==> config.mk <==
export PLATFORM = sky130hd
export DESIGN_NAME = keyed_high_water_mark_table_top
export DESIGN_NICKNAME = d
export VERILOG_FILES = /design/src/rtl/khwm_pkg.sv /design/src/rtl/keyed_high_water_mark_table_top.sv /design/src/rtl/khwm_mem.sv /design/src/rtl/khwm_ctrl.sv
export SDC_FILE = /design/constraint.sdc
export NUM_CORES = 2
export LEC_CHECK = 0
export ABC_AREA = 1
export BUFFER_PORTS_ARGS = -buffer_cell sky130_fd_sc_hd__buf_2
export CELL_PAD_IN_SITES_DETAIL_PLACEMENT = 0
export CELL_PAD_IN_SITES_GLOBAL_PLACEMENT = 2
export CORE_UTILIZATION = 30
export DETAILED_ROUTE_END_ITERATION = 12
export PLACE_DENSITY_LB_ADDON = 0.05
export SLEW_MARGIN = 15
export SYNTH_ARGS = -nofsm -noshare
export SYNTH_HDL_FRONTEND = slang
export SYNTH_SLANG_ARGS = --single-unit
==> constraint.sdc <==
create_clock -name i_clk -period 5.4 [get_ports i_clk]
set_input_delay 1.08 -clock i_clk [delete_from_list [all_inputs] [get_ports i_clk]]
set_output_delay 1.08 -clock i_clk [all_outputs]
set_load 0.02 [all_outputs]
==> src/rtl/khwm_pkg.sv <==
// Shared types, codes and defaults for the keyed high-water-mark table.
`default_nettype none

package khwm_pkg;

    // Default table depth
    localparam int ENTRIES_DEF = 32;

    // Operation codes
    typedef enum logic [1:0] {
        OP_QUERY = 2'd0,
        OP_RAISE = 2'd1,
        OP_WIPE  = 2'd2
    } t_op;

    // One input item
    typedef struct packed {
        logic [1:0]  operation;
        logic [31:0] fingerprint;
        logic        testnet;
        logic [3:0]  script_type;
        logic [31:0] mark_index;
    } t_in_item;

    // One result item
    typedef struct packed {
        logic        found;
        logic [31:0] high_mark;
        logic        dropped;
    } t_out_item;

    // Lookup key as stored in the table
    typedef struct packed {
        logic [3:0]  script_type;
        logic        testnet;
        logic [31:0] fingerprint;
    } t_key;

    // One table entry
    typedef struct packed {
        t_key        key;
        logic [31:0] mark;
    } t_entry;

    // Build the lookup key of an item
    function automatic t_key make_key(input t_in_item item);
        t_key k;
        k.script_type = item.script_type;
        k.testnet     = item.testnet;
        k.fingerprint = item.fingerprint;
        return k;
    endfunction

endpackage

`default_nettype wire

==> src/rtl/keyed_high_water_mark_table_top.sv <==
// Top level of the keyed high-water-mark table: sequencer plus entry store.
// Wipe and unused codes give their result in the cycle after acceptance; query and
// raise scan the stored entries in order (at most ENTRIES) until a hit or the last one,
// with one read of the entry store per cycle. busy stays high meanwhile.
// Results appear on o_result for one cycle with o_done; the receiver cannot stall.
// Synchronous active-low reset empties the table; entry contents stay undefined.
`default_nettype none

module keyed_high_water_mark_table_top #(
    parameter int ENTRIES = khwm_pkg::ENTRIES_DEF
) (
    input  wire                    i_clk,
    input  wire                    i_rst_n,
    input  wire                    i_start,
    input  khwm_pkg::t_in_item     i_item,
    output logic                   o_busy,
    output logic                   o_done,
    output khwm_pkg::t_out_item    o_result
);

    localparam int IW = (ENTRIES > 1) ? $clog2(ENTRIES) : 1;

    logic                 w_we;
    logic [IW-1:0]        w_waddr;
    khwm_pkg::t_entry     w_wdata;
    logic                 w_re;
    logic [IW-1:0]        w_raddr;
    khwm_pkg::t_entry     w_rdata;

    khwm_ctrl #(
        .ENTRIES(ENTRIES)
    ) u_ctrl (
        .i_clk       (i_clk),
        .i_rst_n     (i_rst_n),
        .i_start     (i_start),
        .i_item      (i_item),
        .o_busy      (o_busy),
        .o_done      (o_done),
        .o_result    (o_result),
        .o_mem_we    (w_we),
        .o_mem_waddr (w_waddr),
        .o_mem_wdata (w_wdata),
        .o_mem_re    (w_re),
        .o_mem_raddr (w_raddr),
        .i_mem_rdata (w_rdata)
    );

    khwm_mem #(
        .ENTRIES(ENTRIES)
    ) u_mem (
        .i_clk   (i_clk),
        .i_we    (w_we),
        .i_waddr (w_waddr),
        .i_wdata (w_wdata),
        .i_re    (w_re),
        .i_raddr (w_raddr),
        .o_rdata (w_rdata)
    );

    // An accepted item either completes at once or keeps the block busy
    assert property (@(posedge i_clk) disable iff (!i_rst_n)
        (i_start && !o_busy) |=> (o_busy || o_done))
        else $error("accepted item neither in progress nor completed");

    // A dropped raise never reports a hit or a mark
    assert property (@(posedge i_clk) disable iff (!i_rst_n)
        (o_done && o_result.dropped) |-> (!o_result.found && o_result.high_mark == 32'd0))
        else $error("dropped result carries found or mark");

    // A result only follows an accepted item or a scan in progress
    assert property (@(posedge i_clk) disable iff (!i_rst_n)
        o_done |-> ($past(o_busy) || $past(i_start)))
        else $error("result without an item");

endmodule

`default_nettype wire

==> src/rtl/khwm_mem.sv <==
// Entry store: key and mark memory with one write port and a registered read port.
`default_nettype none

module khwm_mem #(
    parameter int ENTRIES = khwm_pkg::ENTRIES_DEF,
    localparam int IW = (ENTRIES > 1) ? $clog2(ENTRIES) : 1
) (
    input  wire                    i_clk,
    input  wire                    i_we,
    input  wire [IW-1:0]           i_waddr,
    input  khwm_pkg::t_entry       i_wdata,
    input  wire                    i_re,
    input  wire [IW-1:0]           i_raddr,
    output khwm_pkg::t_entry       o_rdata
);

    khwm_pkg::t_entry r_mem [ENTRIES];
    khwm_pkg::t_entry r_rdata;

    // Write the entry
    always_ff @(posedge i_clk) begin
        if (i_we) begin
            r_mem[i_waddr] <= i_wdata;
        end
    end

    // Registered read
    always_ff @(posedge i_clk) begin
        if (i_re) begin
            r_rdata <= r_mem[i_raddr];
        end
    end

    assign o_rdata = r_rdata;

endmodule

`default_nettype wire

==> src/rtl/khwm_ctrl.sv <==
// Sequencer: scans the entry store, raises or appends marks, and issues results.
`default_nettype none

module khwm_ctrl #(
    parameter int ENTRIES = khwm_pkg::ENTRIES_DEF,
    localparam int IW = (ENTRIES > 1) ? $clog2(ENTRIES) : 1,
    localparam int CW = $clog2(ENTRIES + 1)
) (
    input  wire                    i_clk,
    input  wire                    i_rst_n,
    input  wire                    i_start,
    input  khwm_pkg::t_in_item     i_item,
    output logic                   o_busy,
    output logic                   o_done,
    output khwm_pkg::t_out_item    o_result,
    output logic                   o_mem_we,
    output logic [IW-1:0]          o_mem_waddr,
    output khwm_pkg::t_entry       o_mem_wdata,
    output logic                   o_mem_re,
    output logic [IW-1:0]          o_mem_raddr,
    input  khwm_pkg::t_entry       i_mem_rdata
);

    typedef enum logic [1:0] {
        S_IDLE = 2'b01,
        S_SCAN = 2'b10
    } t_state;

    t_state               r_state, n_state;
    khwm_pkg::t_in_item   r_item, n_item;
    logic [CW-1:0]        r_idx, n_idx;
    logic                 r_pend, n_pend;
    logic [CW-1:0]        r_pend_idx, n_pend_idx;
    logic [CW-1:0]        r_count, n_count;
    logic                 r_done, n_done;
    khwm_pkg::t_out_item  r_result, n_result;

    khwm_pkg::t_key       w_key;
    logic                 w_hit;
    logic                 w_last;
    logic                 w_raise;
    logic [31:0]          w_new_mark;

    assign w_key   = khwm_pkg::make_key(r_item);
    assign w_raise = (r_item.operation == khwm_pkg::OP_RAISE);
    assign w_hit   = r_pend && (i_mem_rdata.key == w_key);
    assign w_last  = r_pend ? (CW'(r_pend_idx + CW'(1)) == r_count) : (r_idx >= r_count);
    assign w_new_mark = (r_item.mark_index > i_mem_rdata.mark) ? r_item.mark_index
                                                                : i_mem_rdata.mark;

    // Next-state and store access
    always_comb begin
        n_state     = r_state;
        n_item      = r_item;
        n_idx       = r_idx;
        n_pend      = 1'b0;
        n_pend_idx  = r_pend_idx;
        n_count     = r_count;
        n_done      = 1'b0;
        n_result    = r_result;
        o_mem_we    = 1'b0;
        o_mem_waddr = r_pend_idx[IW-1:0];
        o_mem_wdata = '{key: w_key, mark: r_item.mark_index};
        o_mem_re    = 1'b0;
        o_mem_raddr = r_idx[IW-1:0];

        unique case (r_state)
            S_IDLE: begin
                if (i_start) begin
                    n_item = i_item;
                    n_idx  = '0;
                    unique case (khwm_pkg::t_op'(i_item.operation))
                        khwm_pkg::OP_QUERY,
                        khwm_pkg::OP_RAISE: begin
                            n_state = S_SCAN;
                        end
                        khwm_pkg::OP_WIPE: begin
                            n_count  = '0;
                            n_done   = 1'b1;
                            n_result = '0;
                        end
                        default: begin
                            n_done   = 1'b1;
                            n_result = '0;
                        end
                    endcase
                end
            end
            S_SCAN: begin
                priority if (w_hit) begin
                    // Key present: report it, raise the mark on a raise request
                    n_result.found     = 1'b1;
                    n_result.dropped   = 1'b0;
                    n_result.high_mark = i_mem_rdata.mark;
                    if (w_raise) begin
                        o_mem_we           = 1'b1;
                        o_mem_wdata.mark   = w_new_mark;
                        n_result.high_mark = w_new_mark;
                    end
                    n_done  = 1'b1;
                    n_state = S_IDLE;
                end else if (w_last) begin
                    // Key absent: append on a raise if there is room, else drop
                    n_result = '0;
                    if (w_raise) begin
                        if (r_count < CW'(ENTRIES)) begin
                            o_mem_we           = 1'b1;
                            o_mem_waddr        = r_count[IW-1:0];
                            n_count            = CW'(r_count + CW'(1));
                            n_result.high_mark = r_item.mark_index;
                        end else begin
                            n_result.dropped = 1'b1;
                        end
                    end
                    n_done  = 1'b1;
                    n_state = S_IDLE;
                end else begin
                    // Advance the scan: issue the next read
                    if (r_idx < r_count) begin
                        o_mem_re   = 1'b1;
                        n_pend     = 1'b1;
                        n_pend_idx = r_idx;
                        n_idx      = CW'(r_idx + CW'(1));
                    end
                end
            end
            default: begin
                n_state = S_IDLE;
            end
        endcase
    end

    // Control registers
    always_ff @(posedge i_clk) begin
        if (!i_rst_n) begin
            r_state <= S_IDLE;
            r_pend  <= 1'b0;
            r_count <= '0;
            r_done  <= 1'b0;
        end else begin
            r_state <= n_state;
            r_pend  <= n_pend;
            r_count <= n_count;
            r_done  <= n_done;
        end
    end

    // Payload registers
    always_ff @(posedge i_clk) begin
        r_item     <= n_item;
        r_idx      <= n_idx;
        r_pend_idx <= n_pend_idx;
        r_result   <= n_result;
    end

    assign o_busy   = (r_state != S_IDLE);
    assign o_done   = r_done;
    assign o_result = r_result;

endmodule

`default_nettype wire

## After elaboration in Yosys (flattened, before gate mapping)

Memory sizes are Yosys's and may differ from the RTL's. A register that Yosys moved wholly into a read port is not among the register bits.
Index checks and enable logic that the tools add are counted.

- Multiplexer cells: 53
- Add/sub/neg operators: 3
- Bitwise gates (word level): 2
- Reduce and logical (&&, ||, !) cells: 10
- Eq/ne operators: 19
- Magnitude comparators: 4

Operators with widths:

| kind | number |
|---|---|
| $mux W32 | 6 |
| $mux W34 | 4 |
| $pmux W34 S2 | 1 |
| $mux W6 | 10 |
| $eq A37 B37 Y1 | 1 |
| $mux W33 | 1 |
| $gt A32 B32 Y1 | 1 |
| $mux W5 | 5 |
| $pmux W6 S2 | 2 |
| $add A6 B1 Y6 const B | 3 |
| $mux W1 | 18 |
| $ne A2 B2 Y1 const B | 6 |
| $ne A2 B1 Y1 const B | 5 |
| $mux W2 | 4 |
| $reduce_and A4 Y1 | 2 |
| $reduce_and A7 Y1 | 1 |
| $eq A2 B1 Y1 const B | 3 |
| $eq A6 B6 Y1 | 1 |
| $ge A6 B6 Y1 | 1 |
| $lt A6 B6 Y1 | 1 |
| $lt A6 B6 Y1 const B | 1 |
| $reduce_and A5 Y1 | 1 |
| $eq A2 B2 Y1 const B | 2 |
| $pmux W2 S2 | 1 |
| other kinds (9) | 10 |

- Word-level logic and storage cells: 106
- Memories: 1
- RAM bits: 2208
- Flip-flop bits (word level): 127
- Input bits: 74
- Output and inout port bits: 36

Memory list:

| name | words | width | read ports | clocked after memory_dff | wr ports | line | RTL |
|---|---|---|---|---|---|---|---|
| u_mem.r_mem | 32 | 69 | 1 | 1 | 1 | khwm_mem.sv:17 | `khwm_pkg::t_entry r_mem [ENTRIES];` |

## Longest topological paths before layout

- Word-level depth: 8
- Gate-level depth with buffers: 19
- Gate-level depth less buffers: 17

## Modules after synthesis

Synthesis repeated with hierarchy kept, for this count alone.

- Cell total of the unflattened synthesis: 8408
- Area, all modules: 98761.0 um2

By module, submodules not included:

| module | area an instance (um2) | seq. area each (um2) | instances | cells each |
|---|---|---|---|---|
| khwm_mem | 90302.9 | 68375.6 | 1 | 7302 |
| khwm_ctrl | 8458.1 | 3713.6 | 1 | 1106 |

## Worst setup path before layout

No wires, ideal clock.

- Path type: reg-to-reg
- Start: register u_ctrl.r_idx[0]
- End: memory u_mem.r_mem[15][0] (netlist name) (enable)
- Arrival time: 5481 ps
- Clock period less this slack: 5978 ps
- Setup time: 497 ps
- Cell stages (with the launch flop): 19
- Path slack: -578 ps
- Data required time: 4903 ps
- Path buffers: 6
- Cell sequence: edfxtp_1 buf_2 inv_2 buf_4 buf_2 buf_2 buf_2 ha_1 nor2_1 o21ai_0 nand3_1 nand2_1 a21oi_4 nand3_4 buf_6 nand2_1 nand2_1 nand3_1 nor2_1

- Word-level cells in the longest chain between the ends: 7
- Elaborated cells on any way between the ends: 10
- Those cells by class: order compare (1); mux (9)

Ends and longest elaborated chain:

| what | line | RTL |
|---|---|---|
| start: declaration | khwm_ctrl.sv:31 | `logic [CW-1:0] r_idx, n_idx;` |
| start signal: assignment | khwm_ctrl.sv:151 | `r_idx <= n_idx;` |
| $ge A6 B6 Y1 * | khwm_ctrl.sv:47 | `assign w_last = r_pend ? (CW'(r_pend_idx + CW'(1)) == r_count) : (r_idx >= r_count);` |
| $mux W1 * | khwm_ctrl.sv:47 |  |
| $mux W1 | khwm_ctrl.sv:102 | `end else if (w_last) begin` |
| $mux W1 | khwm_ctrl.sv:90 | `priority if (w_hit) begin` |
| $mux W1 | khwm_ctrl.sv:67 | `unique case (r_state)` |
| $mux W1 | khwm_mem.sv:22 | `if (i_we) begin` |
| $mux W1 (implied by the code) | khwm_mem.sv:23 | `r_mem[i_waddr] <= i_wdata;` |
| end: declaration | khwm_mem.sv:17 |  |

Every way passes the cells marked *; elsewhere a longest branch is shown, timed or not.

## Worst setup path in the final report

- Start: register u_ctrl.r_item (netlist bit u_ctrl.o_mem_wdata[62])
- End: memory u_mem.r_mem[12][21] (netlist name) (enable)

- Word-level cells in the longest chain between the ends: 6
- Elaborated cells on any way between the ends: 8
- Those cells by class: eq/ne (1); mux (6); reduce/logical (1)

Ends and longest elaborated chain:

| what | line | RTL |
|---|---|---|
| start: declaration | khwm_ctrl.sv:30 | `khwm_pkg::t_in_item r_item, n_item;` |
| start signal: assignment | khwm_ctrl.sv:150 | `r_item <= n_item;` |
| $eq A37 B37 Y1 * | khwm_ctrl.sv:46 | `assign w_hit = r_pend && (i_mem_rdata.key == w_key);` |
| $logic_and A1 B1 Y1 * | khwm_ctrl.sv:46 |  |
| $mux W1 | khwm_ctrl.sv:90 |  |
| $mux W1 | khwm_ctrl.sv:67 |  |
| $mux W1 | khwm_mem.sv:22 |  |
| $mux W1 (implied by the code) | khwm_mem.sv:23 |  |

Marks and branches as above.

==> flow_metrics.env <==
export IMPL_status="finished, final reports clean"
export IMPL_io_pins=110
export IMPL_synth_top_cell_by_area="edfxtp_1"
export IMPL_numCtsBuffers=288
export IMPL_finalMaxSlewViolations=0
export IMPL_yosysTopAreaCellShare_pct=75.3
export IMPL_finalSetupViolCount=0
export IMPL_cts_hold_buf=0
export IMPL_grt_use_met1_pct=33.2
export IMPL_port_buffers=109
export IMPL_fill_cells=30670
export IMPL_yosys_cell_types_count=47
export IMPL_antenna_found_initial=46
export IMPL_synth_warnings=0
export IMPL_path_max_fanout=23
export IMPL_antenna_left=0
export IMPL_fin_ws_ps=656
export IMPL_grt_total_usage_pct=22.6
export IMPL_routedWlPerCell_um=31.2
export IMPL_drt_iter0_drc=6188
export IMPL_coreArea_mm2=0.316
export IMPL_cts_setup_buffers=0
export IMPL_start_kind="flop"
export IMPL_critical_path_endpoint_type="flop"
export IMPL_post_place_ws_ps=626
export IMPL_synth_area_mm2=0.0955
export IMPL_tightest_slew_ps=1220
export IMPL_dp_hpwl_um=218000
export IMPL_cellPowerDensity_mw_per_mm2=428
export IMPL_cts_tree="yes"
export IMPL_rsz0062_at_grt="false"
export IMPL_min_from="i_item[1]"
export IMPL_worst_clock_skew_ps=46.2
export IMPL_areaGrowthSynthToFinish_pct=17.0
export IMPL_synth_area_leaders="edfxtp_1 75%, o21ai_0 6.9%, nor2_1 5.4%"
export IMPL_die_h_um=566
export IMPL_async_flop_share_pct=0
export IMPL_grt_max_degree=160
export IMPL_grt_pass1_vias=60624
export IMPL_yosysMostFrequentCell="edfxtp_1"
export IMPL_ys_seq_area_share_pct=75.5
export IMPL_drc_errors=0
export IMPL_finish_utilization_pct=35.4
export IMPL_ys_flop_type="edfxtp_1"
export IMPL_hold_slack_ps=359
export IMPL_hold_viol=0
export IMPL_avgSynthCellArea_um2=13.0
export IMPL_p_leak_uw=0.0366
export IMPL_maxCapViolCount=0
export IMPL_synth_edf_count=2394
export IMPL_synth_common_cells="2394 x edfxtp_1, 1379 x nor2_1, 1314 x o21ai_0, 517 x nand2_1, 513 x o22ai_1"
export IMPL_r2r_start="u_ctrl.o_mem_wdata[62]"
export IMPL_fmax_mhz=211
export IMPL_crit_start="u_ctrl.o_mem_wdata[62]"
export IMPL_path_clk_slew_ps=60
export IMPL_via_per_inst=5.24
export IMPL_post_synth_inst_count=7349
export IMPL_die_w_um=566
export IMPL_num_rows=206
export IMPL_met2_usage_pct=36.0
export IMPL_grt_met3_usage_pct=2.90
export IMPL_crit_arrival_ps=5300
export IMPL_synth_seq_cells=2404
export IMPL_period_minus_slack_ps=4740
export IMPL_clkLatencyLatePin_ps=930
export IMPL_final_period_utilization_pct=87.8
export IMPL_hold_class="primary input to flop"
export IMPL_grt_busiest_layer="met2"
export IMPL_worstPathRequired_ps=5960
export IMPL_cts_root_buf="clkbuf_16"
export IMPL_htree_levels=5
export IMPL_overflow=0
export IMPL_grt_pass1_wl_um=513000
export IMPL_layout_cells_non_filler=11928
export IMPL_dr_total_vias=62549
export IMPL_nets=7648
export IMPL_die_area_mm2=0.321
export IMPL_cts_path_max_buffers=4
export IMPL_criticalPathCategory="flop to flop"
export IMPL_cts_resized=0
export IMPL_initial_core_util_pct=30.2
export IMPL_dp_cells=11401
export IMPL_dr_pass1_iters=6
export IMPL_slew_headroom_pct=18.2
export IMPL_vdd_drop_max_mv=0.250
export IMPL_cts_sinks=2404
export IMPL_wl_um=372000
export IMPL_final_layout_size_suffix_gt1_share_pct=10.9
export IMPL_synthesis_nets=7466
export IMPL_gp_congestion=0.800
## flip-flops by register name, indices dropped and copies added (netlist names)
| register | count |
|---|---|
| u_ctrl.r_pend | 1 |
| u_ctrl.o_mem_wdata | 37 |
| u_ctrl.o_done | 1 |
| u_ctrl.o_result | 34 |
| u_ctrl.r_pend_idx | 6 |
| u_ctrl.r_state | 2 |
| u_mem.r_mem | 2208 |
| u_ctrl.r_idx | 6 |
| u_ctrl.r_item | 34 |
| u_mem.o_rdata | 69 |
| u_ctrl.r_count | 6 |
## cell usage in the layout, fill, tap and decap left out, drive strengths merged, types with 2 or more instances in the layout
cell,count
clkinvlp,3
o22ai,513
o31ai,16
a21oi,76
nor4,2
nand4,14
or2,2
o211ai,5
o221ai,126
bufinv,22
o21ai,1317
clkbuf,368
a211oi,3
a32o,5
o32ai,5
buf,389
xnor2,12
nor2,1384
a31oi,33
inv,201
o21a,3
dfxtp,10
nor3,7
nand2,524
edfxtp,2394
nand3,145
o21bai,4
ha,43
clkinv,118
xor2,8
diode,11
## path summary, 6_finish.rpt
kind	end	slack [ps]	cells after the start
max	u_mem.r_mem[12][21]	660	16
min reg2reg	u_ctrl.r_state[1]	490	2
max reg2reg	u_mem.r_mem[12][21]	660	16
min	u_ctrl.r_item[1]	360	1
## per-stage QoR
| stage | area, um^2 | total power [uW] | TNS [ps] |
|---|---|---|---|
| after floorplan | 95500 | 25300 | -1265850 |
| after global placement | 103000 | 29300 | 0 |
| after detailed placement | 103000 | 29200 | 0 |
| after CTS | 112000 | 48500 | 0 |
| after global routing | 112000 | 49500 | 0 |
| final | 112000 | 47800 | 0 |
## layer usage
metal | share of wire, % | up-vias | routed length, um
li1 | - | 27702 | -
met1 | 47 | 32728 | 176000
met2 | 46 | 1743 | 171000
met3 | 5.1 | 372 | 19100
met4 | 1.7 | 4 | 6230
met5 | 0.0073 | - | 27
## cells by family (layout without fill, tap and decap cells)
family	after synthesis	count (layout)	synth area share (%)
AOI/OAI and AO/OA	2108	2108	12.4
xor gates and xnor gates	20	20	0.183
adders and majority gates	43	43	0.564
buffers and inverters	693	1101	2.83
DFF	2404	2404	75.5
other	0	11	0
and+or+nand+nor	2081	2081	8.50
## area by class of cell
cell class                 count  area (um^2)  area share [%]
inverter                     196          776           0.694
sequential                  2404        72100            64.5
clock buffer                 368         7720            6.91
antenna                       11         27.5          0.0246
multi-input combinational   4252        21000            18.8
tap                         4160         5200            4.66
timing repair buffer         389         3600            3.22
clock inverter               148         1350            1.21
## power breakdown
| part | switching [uW] | internal, uW | total, uW | leakage [uW] |
|---|---|---|---|---|
| clock network | 7980 | 11200 | 19100 | 0.00444 |
| logic | 5890 | 1770 | 7660 | 0.0104 |
| registers | 76.9 | 20900 | 21000 | 0.0217 |
| total | 14000 | 33800 | 47800 | 0.0366 |
## critical path, stage by stage, from the launching register on
cell and delay (ps):
edfxtp_1 380, buf_4 190, inv_1 60, nand2_1 50
nand2_1 220, nor2_1 100, nand2_1 70, nor2_1 40
nand3_1 110, nor2_1 210, buf_4 230, nor2_1 420
nand3_1 220, nand2_4 160, nand3_1 300, nor2_4 1030
buf_4 520
No activity file was read; power rests on OpenSTA's default activity.
